--- src/rtl/core/lsdrs_pkg.sv ---
package lsdrs_pkg;

  localparam int unsigned MaxItems = 64;
  localparam int unsigned Radix    = 10;
  localparam int unsigned ValueW   = 31;
  localparam int unsigned IdxW     = $clog2(MaxItems);
  localparam int unsigned CntW     = $clog2(MaxItems + 1);
  localparam int unsigned DigW     = 4;
  localparam int unsigned PassW    = 4;

  typedef enum logic [2:0] {
    StLoad,
    StCount,
    StPrefix,
    StScatter,
    StCopy,
    StEmit
  } state_e;

  // Commands from the controller to the datapath.
  typedef struct packed {
    logic load_store;   // write the accepted beat into the item store
    logic clear_bins;   // zero the digit bins
    logic count_step;   // count the digit of entry idx
    logic prefix_step;  // turn bin idx into a start offset
    logic scatter_step; // move entry idx into the scratch store
    logic copy_step;    // copy scratch entry idx back
    logic next_divisor; // advance to the next decimal digit
    logic reset_run;    // clear count, maximum and overflow
    logic start_sort;   // reset the divisor and the pass counter
  } dp_cmd_t;

  // Status from the datapath to the controller.
  typedef struct packed {
    logic [CntW-1:0]  count;
    logic [PassW-1:0] passes;
    logic [PassW-1:0] pass_idx;
  } dp_sts_t;

  // Number of decimal digits of a value (zero for zero), a compare chain.
  function automatic logic [PassW-1:0] digit_total(input logic [ValueW-1:0] v);
    logic [PassW-1:0] n;
    n = '0;
    if (v >= ValueW'(1))          n = PassW'(1);
    if (v >= ValueW'(10))         n = PassW'(2);
    if (v >= ValueW'(100))        n = PassW'(3);
    if (v >= ValueW'(1000))       n = PassW'(4);
    if (v >= ValueW'(10000))      n = PassW'(5);
    if (v >= ValueW'(100000))     n = PassW'(6);
    if (v >= ValueW'(1000000))    n = PassW'(7);
    if (v >= ValueW'(10000000))   n = PassW'(8);
    if (v >= ValueW'(100000000))  n = PassW'(9);
    if (v >= ValueW'(1000000000)) n = PassW'(10);
    return n;
  endfunction

endpackage

--- src/rtl/core/lsdrs_ctrl.sv ---
module lsdrs_ctrl (
  input  logic                       clk_i,
  input  logic                       rst_ni,
  input  logic                       in_valid_i,
  input  logic                       in_last_i,
  output logic                       in_stall_o,
  output logic                       out_valid_o,
  input  logic                       out_stall_i,
  output logic                       out_end_o,
  input  lsdrs_pkg::dp_sts_t         sts_i,
  output lsdrs_pkg::dp_cmd_t         cmd_o,
  output logic [lsdrs_pkg::IdxW-1:0] idx_o,
  output logic [lsdrs_pkg::IdxW-1:0] rd_idx_o
);
  lsdrs_pkg::state_e state_q, state_d;
  logic [lsdrs_pkg::IdxW:0] idx_q, idx_d;
  logic in_acc, out_acc, idx_last, bin_last;

  assign in_acc   = in_valid_i && !in_stall_o;
  assign out_acc  = out_valid_o && !out_stall_i;
  assign idx_last = (idx_q + 1'b1) == (lsdrs_pkg::IdxW+1)'(sts_i.count);
  assign bin_last = idx_q == (lsdrs_pkg::IdxW+1)'(lsdrs_pkg::Radix - 1);

  always_comb begin
    state_d = state_q;
    idx_d   = idx_q;
    unique case (state_q)
      lsdrs_pkg::StLoad: begin
        idx_d = '0;
        if (in_acc && in_last_i) begin
          if (sts_i.passes == '0) state_d = lsdrs_pkg::StEmit;
          else                    state_d = lsdrs_pkg::StCount;
        end
      end
      lsdrs_pkg::StCount: begin
        idx_d = idx_q + 1'b1;
        if (idx_last) begin
          idx_d = '0;
          state_d = lsdrs_pkg::StPrefix;
        end
      end
      lsdrs_pkg::StPrefix: begin
        idx_d = idx_q + 1'b1;
        if (bin_last) begin
          idx_d = '0;
          state_d = lsdrs_pkg::StScatter;
        end
      end
      lsdrs_pkg::StScatter: begin
        idx_d = idx_q + 1'b1;
        if (idx_last) begin
          idx_d = '0;
          state_d = lsdrs_pkg::StCopy;
        end
      end
      lsdrs_pkg::StCopy: begin
        idx_d = idx_q + 1'b1;
        if (idx_last) begin
          idx_d = '0;
          if (sts_i.pass_idx + 1'b1 == sts_i.passes) state_d = lsdrs_pkg::StEmit;
          else                                       state_d = lsdrs_pkg::StCount;
        end
      end
      lsdrs_pkg::StEmit: begin
        if (out_acc) begin
          idx_d = idx_q + 1'b1;
          if (idx_last) begin
            idx_d = '0;
            state_d = lsdrs_pkg::StLoad;
          end
        end
      end
      default: state_d = lsdrs_pkg::StLoad;
    endcase
  end

  always_comb begin
    cmd_o       = '0;
    in_stall_o  = 1'b1;
    out_valid_o = 1'b0;
    unique case (state_q)
      lsdrs_pkg::StLoad: begin
        in_stall_o        = 1'b0;
        cmd_o.load_store  = in_valid_i;
        cmd_o.start_sort  = 1'b1;
        cmd_o.clear_bins  = 1'b1;
      end
      lsdrs_pkg::StCount:   cmd_o.count_step = 1'b1;
      lsdrs_pkg::StPrefix:  cmd_o.prefix_step = 1'b1;
      lsdrs_pkg::StScatter: cmd_o.scatter_step = 1'b1;
      lsdrs_pkg::StCopy: begin
        cmd_o.copy_step = 1'b1;
        if (idx_last) begin
          cmd_o.next_divisor = 1'b1;
          cmd_o.clear_bins   = 1'b1;
        end
      end
      lsdrs_pkg::StEmit: begin
        out_valid_o     = 1'b1;
        cmd_o.reset_run = !out_stall_i && idx_last;
      end
      default: ;
    endcase
  end

  always_ff @(posedge clk_i or negedge rst_ni) begin
    if (!rst_ni) begin
      state_q <= lsdrs_pkg::StLoad;
      idx_q   <= '0;
    end else begin
      state_q <= state_d;
      idx_q   <= idx_d;
    end
  end

  assign out_end_o = idx_last;
  assign idx_o     = idx_q[lsdrs_pkg::IdxW-1:0];
  assign rd_idx_o  = idx_d[lsdrs_pkg::IdxW-1:0];

`ifndef SYNTHESIS
  a_no_out_in_load: assert property (@(posedge clk_i) disable iff (!rst_ni)
    (state_q == lsdrs_pkg::StLoad) |-> !out_valid_o)
    else $error("result shown while loading");
  a_emit_nonempty: assert property (@(posedge clk_i) disable iff (!rst_ni)
    (state_q == lsdrs_pkg::StEmit) |-> (sts_i.count != '0))
    else $error("emitting an empty run");
  a_idx_bound: assert property (@(posedge clk_i) disable iff (!rst_ni)
    (state_q == lsdrs_pkg::StEmit) |-> (idx_q < (lsdrs_pkg::IdxW+1)'(sts_i.count)))
    else $error("emit index past run");
`endif
endmodule

--- config.mk ---
export PLATFORM = sky130hd
export DESIGN_NAME = lsdrs_ctrl
export DESIGN_NICKNAME = d
export VERILOG_FILES = /design/src/rtl/core/lsdrs_pkg.sv /design/src/rtl/core/lsdrs_ctrl.sv
export SDC_FILE = /design/constraint.sdc
export NUM_CORES = 1
export LEC_CHECK = 0
export BUFFER_PORTS_ARGS = -buffer_cell sky130_fd_sc_hd__buf_4
export CORE_MARGIN = 5
export CORE_UTILIZATION = 44
export CTS_CLUSTER_SIZE = 16
export DETAILED_ROUTE_END_ITERATION = 7
export PLACE_DENSITY_LB_ADDON = 0.1
export RECOVER_POWER = 25
export SYNTH_ARGS = -nofsm -noshare
export SYNTH_HDL_FRONTEND = slang
export SYNTH_SLANG_ARGS = --single-unit
--- constraint.sdc ---
create_clock -name clk_i -period 2.3 [get_ports clk_i]
set_input_delay 0.23 -clock clk_i [delete_from_list [all_inputs] [get_ports clk_i]]
set_output_delay 0.23 -clock clk_i [all_outputs]
set_load 0.05 [all_outputs]
# Word level (Yosys, flattened, before mapping)
# Cells that the tools add are included.
# word_totals
ff_bits	10
wordCells	56
out_inout_bits	24
# op_classes
n_mux	25
n_eq_ne	15
n_addsub	2
reduce_logical	11
# op_table
cell	n
7-bit case mux with 4 select lines	1
3-bit two-way mux	9
7-bit two-way mux	3
3-bit case mux with 6 select lines	1
2-bit != test (second input constant)	6
1-bit two-way mux	9
7-bit by 1-bit adder with 7-bit output (second input constant)	1
7-bit by 4-bit equality test with 1-bit output (second input constant)	1
7-bit equality test	1
7-bit AND reduction	1
3-bit by 2-bit equality test with 1-bit output (second input constant)	2
3-bit equality test (second input constant)	2
4-bit by 1-bit adder with 4-bit output (second input constant)	1
4-bit equality test	1
1-bit logical AND	4
4-bit zero test	1
4-bit nonzero test	1
3-bit by 1-bit equality test with 1-bit output (second input constant)	1
3-bit zero test	1
3-bit OR reduction	1
2-bit two-way mux	1
2-bit by 1-bit != test with 1-bit output (second input constant)	1
1-bit case mux with 2 select lines	1
2-bit AND reduction	1
1-bit zero test	1

# Logic depth before layout (Yosys ltp)
# Gate-level depths: netlist (run 1).
# depth
word_depth	5
ltp_mapped	9
ltp_nobuf	8

# Worst setup path before layout (run 1)
# No wires, ideal clock.
# synth_path
path_type	register to output
startpoint	register state_q[0]
endpoint	output port cmd_o[1] in the netlist's numbering
t_required_ns	2.070
path_slack_ns	-1.122
stages_incl_launch_ff	5
arrival_ns	3.192
cell_sequence	dfrtp_1 clkbuf_1 inv_1 nor3b_1 nor3b_1
# synth_lines
element	line	text
from (decl)	lsdrs_ctrl.sv:15	lsdrs_pkg::state_e state_q, state_d;
from (signal assigned)	lsdrs_ctrl.sv:108	state_q <= lsdrs_pkg::StLoad;
from (signal assigned)	lsdrs_ctrl.sv:111	state_q <= state_d;
to (decl)	lsdrs_ctrl.sv:11	output lsdrs_pkg::dp_cmd_t cmd_o,

# Worst setup path in the final report (run 1)
# layout_path
startpoint	register idx_q[0] in the netlist's numbering
endpoint	output port rd_idx_o[4] in the netlist's numbering
# layout_between
elab_chain_cells	5
# layout_lines
element	line	text
from (decl)	lsdrs_ctrl.sv:16	logic [lsdrs_pkg::IdxW:0] idx_q, idx_d;
from (signal assigned)	lsdrs_ctrl.sv:112	idx_q <= idx_d;
7-bit by 1-bit adder with 7-bit output	--	
7-bit equality test	lsdrs_ctrl.sv:21	assign idx_last = (idx_q + 1'b1) == (lsdrs_pkg::IdxW+1)'(sts_i.count);
7-bit two-way mux	--	
7-bit two-way mux	lsdrs_ctrl.sv:65	if (out_acc) begin
7-bit case mux with 4 select lines *	lsdrs_ctrl.sv:27	unique case (state_q)
to (decl)	lsdrs_ctrl.sv:13	output logic [lsdrs_pkg::IdxW-1:0] rd_idx_o
# Every way passes the cells marked *; elsewhere a longest branch is shown, timed or not. The select of a mux whose other input is x is not followed.

==> results of run 1 <==
## placed cells by master, fill, tap and decap left out, types with 4 or more instances in the layout
cell,count
nand2_1,5
dfrtp_2,5
xnor2_1,9
dfrtp_1,5
buf_6,12
buf_4,57
nor3b_2,4
inv_1,4
a21oi_1,5
xor2_1,4
## path summary, 6_finish.rpt
kind / depth (start not counted) / slack [ns] / startpoint / end
worst max-delay path: 8 / -0.29 / idx_q[0] / rd_idx_o[4]
worst min-delay path: 3 / 0.42 / out_stall_i / state_q[0]
worst max register to register: 8 / 0.15 / idx_q[0] / idx_q[6]
worst min register to register: 1 / 0.60 / idx_q[6] / idx_q[6]
max in group asynchronous: 2 / 1.43 / rst_ni / idx_q[3]
min in group asynchronous: 2 / 0.46 / rst_ni / idx_q[6]
## kinds of logic after synthesis
group | synth area share (%)
xor+xnor | 10.8
buf+inv | 13.7
flops | 22.1
simple gates | 23.8
compound gates | 23.7
fa+ha+maj | 3.31
mux | 2.65
## timing repair
action,4_1_cts,5_1_grt
buffers inserted,2,6
gates resized for setup,22,16
endpoints found under the setup margin,10,10
hold endpoints to repair,10,0
pin swaps,13,7
hold buffers,1,0
## through the flow
stage               utilization (%)  total power, mW  setup slack (ns)  hold WS, ns
floorplan                         -             1.69            -0.142      -0.0656
global placement               64.6             2.06            0.0328       0.0646
detailed placement             64.6             2.08           -0.0639       0.0654
CTS                            71.7             2.46            -0.256        0.318
global route                   76.0             2.73            -0.365        0.441
finish                         76.0             2.61            -0.287        0.418
## sequential cells by signal (all words and copies together) (netlist names)
signal / flops
state_q: 3
idx_q: 7
## final cells by class
class,instances,area [um^2]
multi-input combinational,97,948
sequential,10,256
tap,30,37.5
inverter,6,26.3
clock buffer,4,36.3
timing repair buffer,71,577
fill,174,596
## worst max-delay path, stage by stage, from the launching register on
cell and delay (ns):
dfrtp_2 0.46, ha_4 0.20, nand3_2 0.10, or3_4 0.41, a22oi_2 0.19, nand4_1 0.24, o2111ai_2 0.20, o31ai_4 0.12
buf_6 0.17
## layer usage
layer / GRT usage, % / share of wire (%) / vias up
li1: - / - / 591
met4: 6.50 / 1.7 / 0
met2: 36.3 / 52 / 58
met3: 4.89 / 7.1 / 7
met5: 0 / 0 / -
met1: 25.5 / 39 / 597
## power breakdown
group / internal, mW / leakage (nW) / total, mW / switching (mW)
Sequential: 0.251 / 0.116 / 0.381 / 0.130
Combinational: 0.873 / 0.670 / 2.06 / 1.19
Clock: 0.0962 / 0.0210 / 0.162 / 0.0654
Total: 1.22 / 0.807 / 2.61 / 1.39
==> results by group, run 1 <==
Status
  – Status: complete, but fails checks
  – Failing checks: negative setup slack

Clock network
  – Clk slew on worst S/H paths: 0.07 ns
  – Clock Latency Late Sink: 0.27 ns
  – CTS tree: built
  – Sink Count: 10
  – Clock Path Buffers: 2
  – H-Tree Depth: 1
  – Number of CTS-inserted buffers: 3
  – Clock root buffer: clkbuf_4

Pwr
  – Leak: 0.807 nW
  – Pwr dens: 1380 nW/um^2
  – Maximum resistive drop on vdd: 0.00140 V

STA
  – Final setup TNS: -2.01 ns
  – Slew Limit Fails: 0
  – Clock Skews: 0.00441 ns
  – Max Fclk: 387 MHz
  – RSZ-0062 raised after global routing: true
  – Fin crit share: 112%
  – Slew headroom: 61.6%
  – Final setup fails: 10
  – Tmin final: 2.59 ns
  – Worst slew pin tran: 0.575 ns
  – Final worst setup slack: -0.287 ns
  – Final hold viol count: 0

Floorplan
  – Number of I/O pins: 44
  – Die Width: 60.8 um
  – Initial core utilization: 45.8%
  – Core area: 2480 um^2
  – Rows: 18
  – Die Y: 60.8 um
  – Die area: 3690 um^2

Critical path
  – Crit Path Max Fanout: 6
  – CP Launch Type: register
  – Worst path required time: 2.07 ns
  – WP data arrival: 2.36 ns
  – Setup CP Type: register to output pin
  – Crit end category: output pin

Global route
  – Total GRT Usage: 20.9%
  – Vias in the first global route: 1291
  – Initial antenna violation count: 0
  – Global-route wire length before repair: 5.79 mm
  – Remaining global-route overflow: 0
  – Largest net degree at the start of global routing: 14

Route
  – Final ANT Viol Nets: 0
  – Routed len/inst: 17.1 um
  – DRT Wirelength: 3.73 mm
  – Via count: 1253
  – # DRC: 0
  – Initial DRC Count: 76
  – Via density: 5.75
  – First-pass DRT Iterations: 4

Logic synthesis
  – Most common library cells after synthesis: buf_4, dfrtp_1, xnor2_1
  – Syn Area/Cell: 8.60 um^2
  – Ys async rst share: 100%
  – Synth warn: 0
  – Synth unique cells: 44
  – Post-Syn Nets: 155
  – Post-synth top area share: 22.1%
  – Ys flop type: dfrtp_1
  – Flops & latches, synth: 10
  – Post-synthesis sequential area ratio: 22.1%
  – Top-count cell post-synth: buf_4
  – Mapped Area: 1130 um^2
  – Area contributors post-synth: dfrtp_1, buf_4, xnor2_1
  – Mapped Cells: 132
  – EDFF count, synth: 0
  – Biggest area consumer among synthesized cells: dfrtp_1

Place
  – Number of port buffers: 43
  – DP HPWL: 2.75 mm
  – DP Area: 1600 um^2
  – GPL Wtd Cong: 0.892
  – Dpl cells: 205

Layout
  – Layout cell share with drive strength beyond 1: 60.6%
  – Layout area overhead: 65.8%
  – Diode count: 0
  – Cell area after layout: 1880 um^2
  – Layout Nets: 212
  – Final Non-Filler Cells: 218

Hold path
  – Hold Path Class: primary input to register

Flow run
  – Max-cap violation count: 0
Power figures use the tool's default switching activity.
==> run 2: changes to the inputs <==
--- a/config.mk
+++ b/config.mk
@@ -12,6 +12,7 @@
 export DETAILED_ROUTE_END_ITERATION = 7
 export PLACE_DENSITY_LB_ADDON = 0.1
 export RECOVER_POWER = 25
+export SKIP_CTS_REPAIR_TIMING = 1
 export SYNTH_ARGS = -nofsm -noshare
 export SYNTH_HDL_FRONTEND = slang
 export SYNTH_SLANG_ARGS = --single-unit
==> run 2 against run 1 <==
  * The flow still finishes with violations (negative setup slack)
  * Maximum frequency fell by 0.72%
  * Largest power group unchanged
  * Worst hold slack gained 0.0021 ns
  * Cell count up 0.46%
  * First-iteration DRC count is 36% lower
  * Critical endpoint is now rd_idx_o[3]
  * Combinational power hardly changed
  * Critical path type unchanged
  * Critical path depth is the same
  * Core utilization down 1.1 points
  * Clock power is essentially flat
  * Clock skew decreased by 0.0018 ns
  * Worst setup slack lost 0.019 ns
==> results by group, run 2 (same netlist as run 1, synthesis figures left out) <==
Status
  – Status: complete, but fails checks
  – Failing checks: negative setup slack

STA
  – Clock Skews: 0.00258 ns
  – Max Fclk: 384 MHz
  – RSZ-0062 raised after global routing: true
  – Tmin final: 2.61 ns
  – Worst slew pin tran: 0.604 ns
  – Final setup fails: 10
  – Final worst setup slack: -0.306 ns
  – Slew Limit Fails: 0
  – Fin crit share: 113%
  – Final setup TNS: -2.01 ns
  – Slew headroom: 59.7%
  – Final hold viol count: 0

Layout
  – Layout Nets: 213
  – Diode count: 0
  – Biggest register: idx_q
  – Layout area overhead: 63.5%
  – Most frequent cells in the layout: buf_4, buf_6, xnor2_1
  – Commonest non-fill, non-tap cell in the layout: buf_4
  – # fillers: 172
  – Top flop regs: idx_q (7), state_q (3)
  – Layout cell share with drive strength beyond 1: 59.3%
  – Number of flip-flops under the largest register name: 7

Pwr
  – Maximum resistive drop on vdd: 0.00147 V
  – Internal: 1.20 mW
  – Seq pwr share: 14.4%
  – Clock share of power: 6.4%
  – Total power: 2.57 mW
  – Sw frac: 53.4%
  – Comb pwr share: 79.2%
  – Net Switching: 1.37 mW
  – Pwr dens: 1390 nW/um^2
  – Leak: 0.798 nW

Global route
  – Largest net degree at the start of global routing: 14
  – Total GRT Usage: 19.2%
  – Remaining global-route overflow: 0
  – Global-route wire length before repair: 5.32 mm
  – Vias in the first global route: 1195
  – Initial antenna violation count: 0

Critical path
  – Reg2reg end: idx_q[6]
  – CP delay by family, top: simple AND/OR/NAND/NOR gates
  – CP peak stage delay: 0.44 ns
  – Crit path cell chain: ha_4, nand3_2, or3_4, a22oi_2, nand4_1, o2111ai_2, o31ai_4, buf_6
  – CP bufs+invs: 1
  – Setup CP Type: register to output pin
  – Reg2reg path depth: 8
  – Crit Path Max Fanout: 6
  – Reg2Reg Launch Point: idx_q[0]
  – WP data arrival: 2.38 ns
  – Path length in cells of the critical path: 8
  – CP Launch Type: register
  – R2R setup slack: 0.12 ns
  – Worst path required time: 2.07 ns
  – CP endpoint: rd_idx_o[3]
  – CP max-delay cell: dfrtp_2
  – Worst Setup SP: idx_q[0]
  – Crit end category: output pin

Place
  – GPL Wtd Cong: 0.892
  – DP HPWL: 2.75 mm
  – Number of port buffers: 43

Clock network
  – Sink Count: 10
  – CTS tree: built
  – Clock root buffer: clkbuf_4
  – H-Tree Depth: 1
  – Clock Latency Late Sink: 0.27 ns
  – Clock Path Buffers: 2
  – Number of CTS-inserted buffers: 3
  – Clk slew on worst S/H paths: 0.07 ns

Floorplan
  – Initial core utilization: 45.8%
  – Die Y: 60.8 um
  – Rows: 18
  – Core area: 2480 um^2
  – Die Width: 60.8 um
  – Number of I/O pins: 44
  – Die area: 3690 um^2

Route
  – Final ANT Viol Nets: 0
  – DRT Wirelength: 3.74 mm
  – Initial DRC Count: 49
  – Routed len/inst: 17.1 um
  – First-pass DRT Iterations: 4
  – # DRC: 0
  – Via count: 1264
  – Via density: 5.77

Hold path
  – Hold Path Class: primary input to register

Flow run
  – Max-cap violation count: 0
run 2: changes by cell type in the layout (fill, tap and decap cells not counted), sizes merged:
cell / before / now
buf: 69 / 70
run 2: cell type report:
| cell class | count | area (um^2) | share of cell area [%] |
|---|---|---|---|
| Sequential cell | 10 | 256 | 13.8 |
| Tap cell | 30 | 37.5 | 2.02 |
| Inverter | 6 | 26.3 | 1.42 |
| Multi-Input combinational cell | 97 | 915 | 49.3 |
| Clock buffer | 4 | 36.3 | 1.96 |
| Timing Repair Buffer | 72 | 584 | 31.5 |
run 2: power by group through the flow:
| stage | clock [mW] | combinational (mW) | sequential (mW) |
|---|---|---|---|
| 2_1_floorplan | 0 | 1.37 | 0.323 |
| 3_3_place_gp | 0 | 1.70 | 0.362 |
| 3_5_place_dp | 0 | 1.71 | 0.368 |
| 4_1_cts | 0.165 | 1.72 | 0.364 |
| 5_1_grt | 0.171 | 2.14 | 0.380 |
| 6_report | 0.164 | 2.04 | 0.372 |
run 2: worst min-delay path by stage:
| stage | start | to | slack (ns) | depth (start not counted) |
|---|---|---|---|---|
| 2_1_floorplan | rst_ni | idx_q[0] | -0.07 | 0 |
| 3_3_place_gp | rst_ni | state_q[1] | 0.06 | 1 |
| 3_5_place_dp | rst_ni | state_q[2] | 0.07 | 1 |
| 4_1_cts | rst_ni | idx_q[6] | -0.23 | 1 |
| 5_1_grt | out_stall_i | state_q[0] | 0.43 | 3 |
| 6_report | out_stall_i | state_q[0] | 0.42 | 3 |
run 2: tightest hold or removal path: stages:
cell and delay [ns]:
buf_4 0.11, a211oi_1 0.07, a221oi_1 0.21
run 2: layer usage:
| layer | vias up | share of wire, % | global-route usage, % |
|---|---|---|---|
| met3 | 9 | 6.8 | 4.89 |
| met2 | 56 | 54 | 33.6 |
| met1 | 604 | 37 | 24.0 |
| li1 | 595 | - | - |
| met4 | 0 | 1.9 | 3.41 |
| met5 | - | 0 | 0 |
run 2: stage by stage:
stage	setup slack, ns	utilization [%]	std cells	hold WS [ns]	cell area, um^2
2_1_floorplan	-0.142	-	132	-0.0656	1240
3_3_place_gp	0.0328	64.6	205	0.0646	1600
3_5_place_dp	-0.0639	64.6	205	0.0654	1600
4_1_cts	-0.360	66.1	209	-0.228	1640
5_1_grt	-0.416	74.9	219	0.426	1860
6_report	-0.306	74.9	219	0.420	1860
